## src/hw/rtl/ismn_pkg.sv

```systemverilog
// ismn_pkg: shared types, codes and small arithmetic helpers for the ISMN check verifier
// no dependencies; used by ismn_digit_step and the top level ismn_check_digit_verifier
package ismn_pkg;

    // path codes
    localparam logic [1:0] MODE_UNDECIDED = 2'd0;
    localparam logic [1:0] MODE_M10       = 2'd1;
    localparam logic [1:0] MODE_G13       = 2'd2;

    // status codes
    localparam logic [1:0] STATUS_MATCH    = 2'd0;
    localparam logic [1:0] STATUS_MISMATCH = 2'd1;
    localparam logic [1:0] STATUS_REJECT   = 2'd2;

    // form codes
    localparam logic FORM_G13 = 1'b0;
    localparam logic FORM_M10 = 1'b1;

    // character codes
    localparam logic [7:0] CH_ZERO   = 8'h30;
    localparam logic [7:0] CH_NINE   = 8'h39;
    localparam logic [7:0] CH_SEVEN  = 8'h37;
    localparam logic [7:0] CH_HYPHEN = 8'h2D;
    localparam logic [7:0] CH_M      = 8'h4D;
    localparam logic [6:0] EXP_ZERO  = 7'h30;
    localparam logic [6:0] EXP_X     = 7'h58;

    // length and count limits, as zero-based positions
    localparam logic [4:0] COUNT_MAX      = 5'd31;
    localparam logic [4:0] M10_POS_LAST   = 5'd12;
    localparam logic [4:0] M10_POS_MIN    = 5'd9;
    localparam logic [4:0] G13_POS_LAST   = 5'd17;
    localparam logic [4:0] G13_POS_MIN    = 5'd12;
    localparam logic [4:0] G13_PREFIX_END = 5'd3;
    localparam logic [3:0] G13_DIGITS     = 4'd12;

    typedef struct packed {
        logic [4:0] char_count;
        logic [3:0] digit_count;
        logic [3:0] res11;
        logic [3:0] res10;
        logic [1:0] mode;
        logic       reject;
    } t_state;

    typedef struct packed {
        logic [1:0] status;
        logic       form_kind;
        logic [6:0] expected_check;
    } t_result;

    // value mod 11 for values below 128: reciprocal multiply, one correction
    function automatic logic [3:0] f_mod11(input logic [6:0] value);
        logic [14:0] prod;
        logic [3:0]  quot;
        logic [6:0]  rem;
        prod = 15'(value) * 15'd186;
        quot = prod[14:11];
        rem  = value - (7'(quot) * 7'd11);
        if (rem >= 7'd11) begin
            rem = rem - 7'd11;
        end
        return rem[3:0];
    endfunction

    // value mod 10 for values below 64: reciprocal multiply, one correction
    function automatic logic [3:0] f_mod10(input logic [5:0] value);
        logic [11:0] prod;
        logic [2:0]  quot;
        logic [5:0]  rem;
        prod = 12'(value) * 12'd51;
        quot = prod[11:9];
        rem  = value - (6'(quot) * 6'd10);
        if (rem >= 6'd10) begin
            rem = rem - 6'd10;
        end
        return rem[3:0];
    endfunction

endpackage

```

## src/hw/rtl/ismn_if.sv

```systemverilog
// ismn_in_if / ismn_out_if: valid-ready channels of the ISMN check verifier
// no dependencies
interface ismn_in_if;
    logic       valid;
    logic       ready;
    logic [7:0] char_in;
    logic       is_last;

    modport source (output valid, output char_in, output is_last, input ready);
    modport sink   (input valid, input char_in, input is_last, output ready);
endinterface

interface ismn_out_if;
    logic       valid;
    logic       ready;
    logic [1:0] status;
    logic       form_kind;
    logic [6:0] expected_check;

    modport source (output valid, output status, output form_kind, output expected_check,
                    input ready);
    modport sink   (input valid, input status, input form_kind, input expected_check,
                    output ready);
endinterface

```

## src/hw/rtl/ismn_in_stage.sv

```systemverilog
// ismn_in_stage: input register of the ISMN check verifier
// depends on ismn_if.sv
module ismn_in_stage (
    input  logic          i_clk,
    input  logic          i_rst_n,
    ismn_in_if.sink       i_in,
    input  logic          i_out_blocked,
    output logic          o_advance,
    output logic [7:0]    o_char,
    output logic          o_last
);

    logic       r_valid;
    logic [7:0] r_char;
    logic       r_last;

    // only a last character needs room in the result register
    assign o_advance  = r_valid && !(r_last && i_out_blocked);
    assign i_in.ready = !r_valid || o_advance;
    assign o_char     = r_char;
    assign o_last     = r_last;

    always_ff @(posedge i_clk) begin
        if (!i_rst_n) begin
            r_valid <= 1'b0;
        end else if (i_in.ready) begin
            r_valid <= i_in.valid;
        end
    end

    always_ff @(posedge i_clk) begin
        if (i_in.ready && i_in.valid) begin
            r_char <= i_in.char_in;
            r_last <= i_in.is_last;
        end
    end

endmodule

```

## src/hw/rtl/ismn_digit_step.sv

```systemverilog
// ismn_digit_step: per-character state update and end-of-identifier result
// depends on ismn_pkg
module ismn_digit_step (
    input  ismn_pkg::t_state  i_state,
    input  logic [7:0]        i_char,
    input  logic              i_last,
    output ismn_pkg::t_state  o_next,
    output ismn_pkg::t_result o_result
);

    logic       pos0;
    logic       is_digit;
    logic       is_hyphen;
    logic [3:0] digit_val;
    logic [7:0] want;
    logic [1:0] mode;
    logic       rej;
    logic [3:0] weight;
    logic [6:0] prod;
    logic [6:0] sum11;
    logic [5:0] sum10;
    logic [3:0] r10;
    logic [6:0] expect_m;
    logic [6:0] expect_g;

    assign pos0      = (i_state.char_count == 5'd0);
    assign is_digit  = (i_char >= ismn_pkg::CH_ZERO) && (i_char <= ismn_pkg::CH_NINE);
    assign is_hyphen = (i_char == ismn_pkg::CH_HYPHEN);
    assign digit_val = i_char[3:0];

    // weight 2,3,4.. on the M path, 1,3,1,3 on the thirteen path
    assign weight = (mode == ismn_pkg::MODE_M10) ? (i_state.digit_count + 4'd2)
                  : (i_state.digit_count[0] ? 4'd3 : 4'd1);
    assign prod   = 7'(weight) * 7'(digit_val);
    assign sum11  = 7'(i_state.res11) + prod;
    assign sum10  = 6'(i_state.res10) + prod[5:0];

    assign r10      = i_state.res10;
    assign expect_m = (i_state.res11 < 4'd10) ? (ismn_pkg::EXP_ZERO + 7'(i_state.res11))
                    : ismn_pkg::EXP_X;
    assign expect_g = (r10 == 4'd0) ? ismn_pkg::EXP_ZERO
                    : (ismn_pkg::EXP_ZERO + 7'(4'd10 - r10));

    always_comb begin
        unique case (i_state.char_count)
            5'd1:    want = ismn_pkg::CH_SEVEN;
            5'd2:    want = ismn_pkg::CH_NINE;
            default: want = ismn_pkg::CH_ZERO;
        endcase
    end

    always_comb begin
        mode = i_state.mode;
        rej  = i_state.reject;
        if (pos0) begin
            if (i_char == ismn_pkg::CH_M) begin
                mode = ismn_pkg::MODE_M10;
            end else if (i_char == ismn_pkg::CH_NINE) begin
                mode = ismn_pkg::MODE_G13;
            end else begin
                rej = 1'b1;
            end
        end else if (i_state.mode == ismn_pkg::MODE_G13
                     && i_state.char_count <= ismn_pkg::G13_PREFIX_END) begin
            if (i_char != want) begin
                rej = 1'b1;
            end
        end
    end

    always_comb begin
        o_next        = i_state;
        o_next.mode   = mode;
        o_next.reject = rej;
        if (!i_last && !rej) begin
            if (mode == ismn_pkg::MODE_M10) begin
                if (i_state.char_count >= ismn_pkg::M10_POS_LAST) begin
                    o_next.reject = 1'b1;
                end else if (!pos0) begin
                    if (!is_digit && !is_hyphen) begin
                        o_next.reject = 1'b1;
                    end else if (is_digit) begin
                        o_next.res11       = ismn_pkg::f_mod11(sum11);
                        o_next.digit_count = i_state.digit_count + 4'd1;
                    end
                end
            end else if (mode == ismn_pkg::MODE_G13) begin
                if (i_state.char_count >= ismn_pkg::G13_POS_LAST) begin
                    o_next.reject = 1'b1;
                end else if (i_state.digit_count < ismn_pkg::G13_DIGITS) begin
                    if (!is_digit && !is_hyphen) begin
                        o_next.reject = 1'b1;
                    end else if (is_digit) begin
                        o_next.res10       = ismn_pkg::f_mod10(sum10);
                        o_next.digit_count = i_state.digit_count + 4'd1;
                    end
                end
            end
        end
        if (i_state.char_count != ismn_pkg::COUNT_MAX) begin
            o_next.char_count = i_state.char_count + 5'd1;
        end
        if (i_last) begin
            o_next = '0;
        end
    end

    always_comb begin
        o_result.status         = ismn_pkg::STATUS_REJECT;
        o_result.form_kind      = ismn_pkg::FORM_G13;
        o_result.expected_check = 7'd0;
        if (!rej) begin
            if (mode == ismn_pkg::MODE_M10
                && i_state.char_count >= ismn_pkg::M10_POS_MIN
                && i_state.char_count <= ismn_pkg::M10_POS_LAST) begin
                o_result.form_kind      = ismn_pkg::FORM_M10;
                o_result.expected_check = expect_m;
                o_result.status         = (i_char == {1'b0, expect_m})
                                        ? ismn_pkg::STATUS_MATCH : ismn_pkg::STATUS_MISMATCH;
            end else if (mode == ismn_pkg::MODE_G13
                         && i_state.char_count >= ismn_pkg::G13_POS_MIN
                         && i_state.char_count <= ismn_pkg::G13_POS_LAST
                         && i_state.digit_count == ismn_pkg::G13_DIGITS) begin
                o_result.expected_check = expect_g;
                o_result.status         = (i_char == {1'b0, expect_g})
                                        ? ismn_pkg::STATUS_MATCH : ismn_pkg::STATUS_MISMATCH;
            end
        end
    end

endmodule

```

## src/hw/rtl/ismn_check_digit_verifier.sv

```systemverilog
// ismn_check_digit_verifier: top level of the ISMN check-character verifier
// depends on ismn_pkg, ismn_if.sv, ismn_in_stage, ismn_digit_step
//
//   channel | dir | transfer                                | payload
//   i_in    | in  | one identifier character                | char_in[7:0], is_last
//   o_out   | out | one result per identifier (on is_last)  | status[1:0], form_kind,
//           |     |                                         | expected_check[6:0]
//
// one character per cycle sustained, but a last character waits for a free result register;
// the result is valid on o_out once its last character is written into the result register
// transfer: input register, then one pass through ismn_digit_step into the result register
// synchronous active-low reset clears the input valid, the running state and the result valid
// a stalled o_out only holds back a last character; other characters keep flowing
// while the result register is full and not yet taken
module ismn_check_digit_verifier (
    input  logic       i_clk,
    input  logic       i_rst_n,
    ismn_in_if.sink    i_in,
    ismn_out_if.source o_out
);

    // input register stage
    logic       w_advance;
    logic [7:0] w_char;
    logic       w_last;
    logic       w_out_blocked;

    // running per-identifier state and result register
    ismn_pkg::t_state  r_state;
    ismn_pkg::t_state  n_state;
    ismn_pkg::t_result w_result;
    ismn_pkg::t_result r_result;
    logic              r_out_valid;

    // result register is busy until its transfer completes
    assign w_out_blocked = r_out_valid && !o_out.ready;

    ismn_in_stage u_in_stage (
        .i_clk         (i_clk),
        .i_rst_n       (i_rst_n),
        .i_in          (i_in),
        .i_out_blocked (w_out_blocked),
        .o_advance     (w_advance),
        .o_char        (w_char),
        .o_last        (w_last)
    );

    // one character step: prefix and length checks, weighted sum kept as a residue
    ismn_digit_step u_digit_step (
        .i_state  (r_state),
        .i_char   (w_char),
        .i_last   (w_last),
        .o_next   (n_state),
        .o_result (w_result)
    );

    // state advances on every character that leaves the input register
    always_ff @(posedge i_clk) begin
        if (!i_rst_n) begin
            r_state <= '0;
        end else if (w_advance) begin
            r_state <= n_state;
        end
    end

    // result valid: set by a last character, cleared by the output transfer
    always_ff @(posedge i_clk) begin
        if (!i_rst_n) begin
            r_out_valid <= 1'b0;
        end else if (w_advance && w_last) begin
            r_out_valid <= 1'b1;
        end else if (o_out.ready) begin
            r_out_valid <= 1'b0;
        end
    end

    always_ff @(posedge i_clk) begin
        if (w_advance && w_last) begin
            r_result <= w_result;
        end
    end

    assign o_out.valid          = r_out_valid;
    assign o_out.status         = r_result.status;
    assign o_out.form_kind      = r_result.form_kind;
    assign o_out.expected_check = r_result.expected_check;

    // a last character only moves when the result register is free or being emptied
    a_no_overwrite: assert property (@(posedge i_clk) disable iff (!i_rst_n)
        (w_advance && w_last) |-> (!r_out_valid || o_out.ready))
        else $error("result register overwritten before its transfer");

    // the running state starts clean after every identifier
    a_clear_after_last: assert property (@(posedge i_clk) disable iff (!i_rst_n)
        (w_advance && w_last) |=> (r_state == '0))
        else $error("state not cleared after last character");

    // the thirteen path never takes more than twelve digits
    a_digit_bound: assert property (@(posedge i_clk) disable iff (!i_rst_n)
        r_state.digit_count <= ismn_pkg::G13_DIGITS)
        else $error("digit count out of range");

    // a rejected identifier carries no form and no check character
    a_reject_fields: assert property (@(posedge i_clk) disable iff (!i_rst_n)
        (r_out_valid && r_result.status == ismn_pkg::STATUS_REJECT)
        |-> (r_result.form_kind == ismn_pkg::FORM_G13 && r_result.expected_check == 7'd0))
        else $error("rejected result with nonzero fields");

endmodule

```

## src/flat_wrapper.sv

```systemverilog
// flat-port wrapper written by rule: the top's interface ports become plain ports
module ismn_check_digit_verifier_flat 
  (i_clk, i_rst_n, i_in_valid, i_in_char_in, i_in_is_last, i_in_ready, o_out_valid, o_out_status, o_out_form_kind, o_out_expected_check, o_out_ready);
  ismn_in_if i_in_i ();
  ismn_out_if o_out_i ();
  input  logic i_clk;
  input  logic i_rst_n;
  input wire logic [$bits(i_in_i.valid)-1:0] i_in_valid;
  input wire logic [$bits(i_in_i.char_in)-1:0] i_in_char_in;
  input wire logic [$bits(i_in_i.is_last)-1:0] i_in_is_last;
  output wire logic [$bits(i_in_i.ready)-1:0] i_in_ready;
  output wire logic [$bits(o_out_i.valid)-1:0] o_out_valid;
  output wire logic [$bits(o_out_i.status)-1:0] o_out_status;
  output wire logic [$bits(o_out_i.form_kind)-1:0] o_out_form_kind;
  output wire logic [$bits(o_out_i.expected_check)-1:0] o_out_expected_check;
  input wire logic [$bits(o_out_i.ready)-1:0] o_out_ready;
  assign i_in_i.valid = i_in_valid;
  assign i_in_i.char_in = i_in_char_in;
  assign i_in_i.is_last = i_in_is_last;
  assign i_in_ready = i_in_i.ready;
  assign o_out_valid = o_out_i.valid;
  assign o_out_status = o_out_i.status;
  assign o_out_form_kind = o_out_i.form_kind;
  assign o_out_expected_check = o_out_i.expected_check;
  assign o_out_i.ready = o_out_ready;
  ismn_check_digit_verifier u_core (.i_clk(i_clk), .i_rst_n(i_rst_n), .i_in(i_in_i), .o_out(o_out_i));
endmodule
```

## config.mk

```make
export PLATFORM = sky130hd
export DESIGN_NAME = ismn_check_digit_verifier_flat
export DESIGN_NICKNAME = d
export VERILOG_FILES = /design/src/hw/rtl/ismn_pkg.sv /design/src/hw/rtl/ismn_if.sv /design/src/hw/rtl/ismn_in_stage.sv /design/src/hw/rtl/ismn_digit_step.sv /design/src/hw/rtl/ismn_check_digit_verifier.sv /design/src/flat_wrapper.sv
export SDC_FILE = /design/constraint.sdc
export NUM_CORES = 1
export LEC_CHECK = 0
export ABC_AREA = 1
export BUFFER_PORTS_ARGS = -buffer_cell sky130_fd_sc_hd__clkbuf_2
export CAP_MARGIN = 20
export CORE_UTILIZATION = 35
export CTS_BUF_LIST = sky130_fd_sc_hd__clkbuf_8
export CTS_CLUSTER_DIAMETER = 80
export DETAILED_ROUTE_END_ITERATION = 10
export PLACE_DENSITY = 0.47
export SYNTH_ARGS = -nofsm -noshare
export SYNTH_HDL_FRONTEND = slang
export SYNTH_HIERARCHICAL = 1
export SYNTH_SLANG_ARGS = --single-unit
```

## constraint.sdc

```tcl
create_clock -name i_clk -period 13.9 [get_ports i_clk]
set_input_delay 2.78 -clock i_clk [delete_from_list [all_inputs] [get_ports i_clk]]
set_output_delay 2.78 -clock i_clk [all_outputs]
set_load 0.005 [all_outputs]
```

==> results of run 1 <==
-- worst max-delay path by stage --
stage                                               start                              to  slack [ns]  depth (start not counted)
final                     u_core/r_state[15]$_SDFFE_PN0P_  u_core/r_state[7]$_SDFFE_PN0P_        3.09                         58
after global placement    u_core/r_state[15]$_SDFFE_PN0P_  u_core/r_state[8]$_SDFFE_PN0P_        3.20                         58
after CTS                 u_core/r_state[15]$_SDFFE_PN0P_  u_core/r_state[7]$_SDFFE_PN0P_        3.06                         58
after floorplan           u_core/r_state[15]$_SDFFE_PN0P_  u_core/r_state[7]$_SDFFE_PN0P_        4.25                         58
after detailed placement  u_core/r_state[15]$_SDFFE_PN0P_  u_core/r_state[7]$_SDFFE_PN0P_        3.11                         58
after global routing      u_core/r_state[15]$_SDFFE_PN0P_  u_core/r_state[8]$_SDFFE_PN0P_        2.20                         57
-- cells in the final DEF (no fill, tap or decap), drive strengths merged, types with 2 or more instances in the layout --
cell type and count:
a211oi 4, a21boi 3, a21o 2, a21oi 49, clkbuf 29, clkinv 2, dfxtp 22, edfxtp 19
fa 25, ha 105, inv 153, nand2 129, nand3 34, nand3b 3, nand4 9, nor2 103
nor3 5, nor4 2, o2111ai 3, o211ai 4, o21ai 45, o22ai 3, o31ai 5, o32ai 2
or2 2, xnor2 12, xor2 18
-- flip-flops by register name, summed over array words and instances, names as in the netlist --
name                         flops
u_core/o_out.expected_check      7
u_core/o_out.form_kind           1
u_core/o_out.status              2
u_core/o_out.valid               1
u_core/r_state                  20
u_core/u_in_stage/o_char         8
u_core/u_in_stage/o_last         1
u_core/u_in_stage/r_valid        1
-- layer usage --
metal | global-route usage | vias up
li1 | - | 2573
met1 | 0.2433 | 2289
met2 | 0.2745 | 78
met3 | 0.02623 | 10
met4 | 0.02907 | 0
met5 | 0 | -
-- cells by family after synthesis --
group	share of synthesized area
simple gates	0.2380
buf+inv	0.1075
fa+ha+maj	0.3098
compound gates	0.1248
flops	0.1726
xor+xnor	0.04743
-- metrics by stage --
step / hold WS, ns / instance area (um^2)
floorplan: 0.4628 / 5857
global placement: 0.4680 / 6196
detailed placement: 0.4885 / 6196
CTS: 0.4996 / 6279
global route: 0.5258 / 6279
finish: 0.4981 / 6279
-- final cells by class --
cell class	count	area, um^2
Sequential cell	41	1011
Timing Repair Buffer	25	127.6
Tap cell	216	270.3
Clock buffer	5	68.82
Inverter	152	570.5
Fill cell	1711	9837
Multi-Input combinational cell	574	4217
Clock inverter	3	13.76
-- worst max-delay path: cells and delay by family, from the launching register on --
| family | cells | cell delay, ns |
|---|---|---|
| AOI/OAI and AO/OA | 9 | 1.66 |
| adders and majority gates | 13 | 5.32 |
| buffers and inverters | 11 | 1.16 |
| DFF | 1 | 0.40 |
| and+or+nand+nor | 25 | 2.17 |
==> results.sh, run 1 <==
export IMPL_status="finished, final reports clean"
export IMPL_clkTransAtPathRegs_ns=0.08
export IMPL_grt_overflow_total=0
export IMPL_synth_top_flop_cell="dfxtp_1"
export IMPL_routabilityCongestion=0.8715
export IMPL_dr_pass1_iters=5
export IMPL_timing_rr_end="u_core/r_state[7]$_SDFFE_PN0P_"
export IMPL_ctsResizeCount=0
export IMPL_grt_pass1_vias=4963
export IMPL_max_cap_violations=0
export IMPL_post_route_util=0.3896
export IMPL_clockRootBuffer="clkbuf_8"
export IMPL_synth_area_per_cell_um2=7.538
export IMPL_grt_pass1_wl_um=24250
export IMPL_worst_endpoint_arrival_ns=11.01
export IMPL_ys_ff_latch=41
export IMPL_ant_nets=0
export IMPL_period_share=0.7778
export IMPL_hold_end="u_core/o_out.valid$_SDFFE_PN0P_"
export IMPL_r2r_setup_slack_ns=3.09
export IMPL_htreeDepth=2
export IMPL_synth_commonest_cells="148 x inv_1, 110 x nand2_1, 105 x ha_1"
export IMPL_post_cts_buffers=0
export IMPL_die_area_um2=17260
export IMPL_io_pin_count=25
export IMPL_cp_max_fo=9
export IMPL_avgRoutedWirePerCell_um=13.67
export IMPL_fin_tns_setup_ns=0
export IMPL_finalSetupViolCount=0
export IMPL_cts_max_path_buffers=2
export IMPL_crit_top_cell="inv_1"
export IMPL_worstSkewPairLatency_ns=0.31
export IMPL_antenna_found_initial=0
export IMPL_hpwl_um=11710
export IMPL_met3_length_um=579
export IMPL_cp_required_ns=14.10
export IMPL_met1_length_um=7160
export IMPL_vias=4950
export IMPL_cpMaxStageDelayCell="fa_1"
export IMPL_synth_cell_area_um2=5857
export IMPL_cts_hold_fix_buffers=0
export IMPL_cp_end_kind="flip-flop"
export IMPL_min_delay_start="u_core/o_out.valid$_SDFFE_PN0P_"
export IMPL_io_buffers=24
export IMPL_slew_headroom=0.3535
export IMPL_drt_iter0_drc=280
export IMPL_synth_top_cell_by_area="ha_1"
export IMPL_critPathLaunchType="flip-flop"
export IMPL_skew_ns=0.01038
export IMPL_top_layer="met4"
export IMPL_async_flop_share=0
export IMPL_cts_buffers=5
export IMPL_yosys_top_cells_area="ha_1 22%, edfxtp_1 9.7%, inv_1 9.5%"
export IMPL_cts_tree="yes"
export IMPL_yosysMostFrequentCell="inv_1"
export IMPL_rows=46
export IMPL_diodes=0
export IMPL_gr_usage_all_layers=0.1710
export IMPL_grt_max_degree=23
export IMPL_post_route_min_period_ns=10.81
export IMPL_start_util=0.3634
export IMPL_drive_gt1_frac=0.1013
export IMPL_dp_cells=1008
export IMPL_yosys_cell_types_count=50
export IMPL_critPathKind="reg -> reg"
export IMPL_synth_seq_area_share=0.1726
export IMPL_synthCells=777
export IMPL_hold_viol_final=0
export IMPL_reg2reg_depth=58
export IMPL_synth_edf_count=19
export IMPL_die_x_um=131.4
export IMPL_nNetsFinal=942
export IMPL_hold_depth=2
export IMPL_synth_nets=920
export IMPL_ys_warn_count=6
export IMPL_core_area_um2=16120
export IMPL_place_ws_ns=3.107
export IMPL_fin_ws_ns=3.089
export IMPL_hold_class="reg -> reg"
export IMPL_drc_errors=0
export IMPL_syn_to_final_growth_pct=7.199
export IMPL_max_freq_ghz=0.09250
export IMPL_rsz0062_at_grt="false"
export IMPL_r2r_start="u_core/r_state[15]$_SDFFE_PN0P_"
export IMPL_cp_slowest_stage_delay_ns=0.55
export IMPL_synth_top_area_share=0.2243
export IMPL_drv_slew=0
export IMPL_layoutNonFillerInstCount=1016
export IMPL_worst_slew_pin_slew_ns=0.9615
export IMPL_via_per_inst=4.872
export IMPL_routed_wl_um=13890
export IMPL_dieHeight_um=131.4
export IMPL_clock_sinks=41
export IMPL_dr_wl_met2_um=6041
Power of run 1 is not shown: default switching activity piles up to over one toggle a cycle in this logic, so the estimate is an artifact.
==> run 2: changes to the inputs <==
Settings changed: PLACE_DENSITY 0.47 to 0.49.
Clock period 13.9 ns to 9.8 ns, I/O delays scaled along.
==> run 2 against run 1 <==
Utilization up 5.1 points; flip-flop and latch count unchanged; cell count up 6.0%; first-iteration DRC count up 11%; count of clock-buffer cells in the layout unchanged; routed wire length up 7.1%; hold slack worse by 0.0094 ns; sequential share of layout area down 1.9 points; die area unchanged; register-to-register slack worse by 2.7 ns; via count up 5.4%; critical path type unchanged; critical endpoint is now u_core/r_state[8]$_SDFFE_PN0P_.
==> results.sh, run 2 (synthesized netlist as in run 1, its figures left out) <==
export IMPL_io_buffers=24
export IMPL_core_area_um2=16120
export IMPL_max_freq_ghz=0.1066
export IMPL_antenna_found_initial=0
export IMPL_hold_depth=2
export IMPL_critPathKind="reg -> reg"
export IMPL_fin_tns_setup_ns=0
export IMPL_cpMaxStageDelayCell="fa_2"
export IMPL_routed_wl_um=14880
export IMPL_via_per_inst=4.843
export IMPL_dr_pass1_iters=5
export IMPL_period_share=0.9574
export IMPL_slew_headroom=0.3066
export IMPL_io_pin_count=25
export IMPL_max_cap_violations=0
export IMPL_htreeDepth=2
export IMPL_cts_tree="yes"
export IMPL_routabilityCongestion=0.8434
export IMPL_avgRoutedWirePerCell_um=13.82
export IMPL_final_common_cell="inv_1"
export IMPL_grt_pass1_wl_um=24260
export IMPL_clock_sinks=41
export IMPL_cp_top_family="adder cells"
export IMPL_dieHeight_um=131.4
export IMPL_regMostFlops="u_core/r_state"
export IMPL_worstSkewPairLatency_ns=0.30
export IMPL_rows=46
export IMPL_crit_cells=56
export IMPL_drt_iter0_drc=312
export IMPL_grt_pass1_vias=5125
export IMPL_drc_errors=0
export IMPL_dp_cells=1056
export IMPL_clkTransAtPathRegs_ns=0.08
export IMPL_cts_max_path_buffers=2
export IMPL_hold_viol_final=0
export IMPL_cp_num_buf_inv=8
export IMPL_hpwl_um=11990
export IMPL_clockRootBuffer="clkbuf_8"
export IMPL_finalSetupViolCount=0
export IMPL_cp_end_kind="flip-flop"
export IMPL_cp_required_ns=10.00
export IMPL_final_cell_mix="135 x inv_1, 97 x nand2_1, 87 x nor2_1, 87 x ha_1, 62 x buf_4"
export IMPL_grt_overflow_total=0
export IMPL_cts_buffers=5
export IMPL_cp_slowest_stage_delay_ns=0.64
export IMPL_die_area_um2=17260
export IMPL_worst_slew_pin_slew_ns=1.031
export IMPL_post_route_min_period_ns=9.382
export IMPL_largest_register_ffs=20
export IMPL_grt_max_degree=23
export IMPL_crit_top_cell="nand2_2"
export IMPL_skew_ns=0.005531
export IMPL_drv_slew=0
export IMPL_reg2reg_depth=56
export IMPL_drive_gt1_frac=0.2474
export IMPL_gr_usage_all_layers=0.1713
export IMPL_critPathLaunchType="flip-flop"
export IMPL_status="finished, final reports clean"
export IMPL_die_x_um=131.4
export IMPL_nNetsFinal=1003
export IMPL_diodes=0
export IMPL_worst_endpoint_arrival_ns=9.58
export IMPL_layoutNonFillerInstCount=1077
export IMPL_hold_class="reg -> reg"
export IMPL_ant_nets=0
export IMPL_start_util=0.3634
export IMPL_cp_max_fo=5
export IMPL_syn_to_final_growth_pct=21.36
export IMPL_vias=5216
==> run 2: cell types whose count changed in the layout (fill, tap and decap cells not counted), moves of 5 or more <==
cell and delta:
a21oi_1 -7, nor2_1 -8, buf_4 +61, nand2_1 -13
ha_1 -18, ha_4 +15, nand2_2 +12, inv_2 +12
inv_1 -14, a21oi_2 +5, nor2_2 +6
==> run 2: worst paths after layout <==
| check | from | to | slack (ns) |
|---|---|---|---|
| max | u_core/u_in_stage/o_char[7]$_DFFE_PP_ | u_core/r_state[8]$_SDFFE_PN0P_ | 0.42 |
| min | u_core/u_in_stage/r_valid$_SDFFE_PN0P_ | u_core/u_in_stage/r_valid$_SDFFE_PN0P_ | 0.49 |
| max reg2reg | u_core/u_in_stage/o_char[7]$_DFFE_PP_ | u_core/r_state[8]$_SDFFE_PN0P_ | 0.42 |
| min reg2reg | u_core/u_in_stage/r_valid$_SDFFE_PN0P_ | u_core/u_in_stage/r_valid$_SDFFE_PN0P_ | 0.49 |
==> run 2: what timing repair did <==
item / CTS / global route
pin swaps: 2 / 55
hold buffers: 0 / 0
resized for setup: 6 / 75
endpoints found under the setup margin: 4 / 4
setup buffers: 2 / 11
==> run 2: layout make-up <==
| cell class | count | area (um^2) |
|---|---|---|
| Clock inverter | 3 | 17.52 |
| Sequential cell | 41 | 1011 |
| Timing Repair Buffer | 86 | 585.6 |
| Fill cell | 1659 | 9007 |
| Tap cell | 216 | 270.3 |
| Clock buffer | 5 | 68.82 |
| Inverter | 152 | 573.1 |
| Multi-Input combinational cell | 574 | 4582 |
==> run 2: worst register-to-register path, delay by kind of cell (launching register included) <==
| family | cells | cell delay [ns] |
|---|---|---|
| AND/OR/NAND/NOR | 27 | 2.33 |
| adder cells (fa/ha/maj) | 12 | 4.68 |
| buffers and inverters | 8 | 0.52 |
| AO/OA/AOI/OAI | 9 | 1.31 |
| flip-flops | 1 | 0.43 |
==> run 2: per-stage QoR <==
stage	setup WS, ns	cell area (um^2)	util	hold slack [ns]
2_1_floorplan	0.1456	5857	-	0.4628
6_report	0.4178	7108	0.4411	0.4888
5_1_grt	-0.1484	7108	0.4411	0.5216
3_3_place_gp	-0.04195	6556	0.4068	0.4660
3_5_place_dp	-0.2190	6556	0.4068	0.4786
4_1_cts	0.01251	6684	0.4148	0.4912
==> run 2: layer usage <==
layer	wire length, um	global-route usage	up-vias
met4	78	0.02067	0
met2	7025	0.2801	90
met5	0	0	-
met1	7202	0.2425	2415
met3	573	0.02701	9
li1	-	-	2702
Power of run 2 is left out for the same reason.
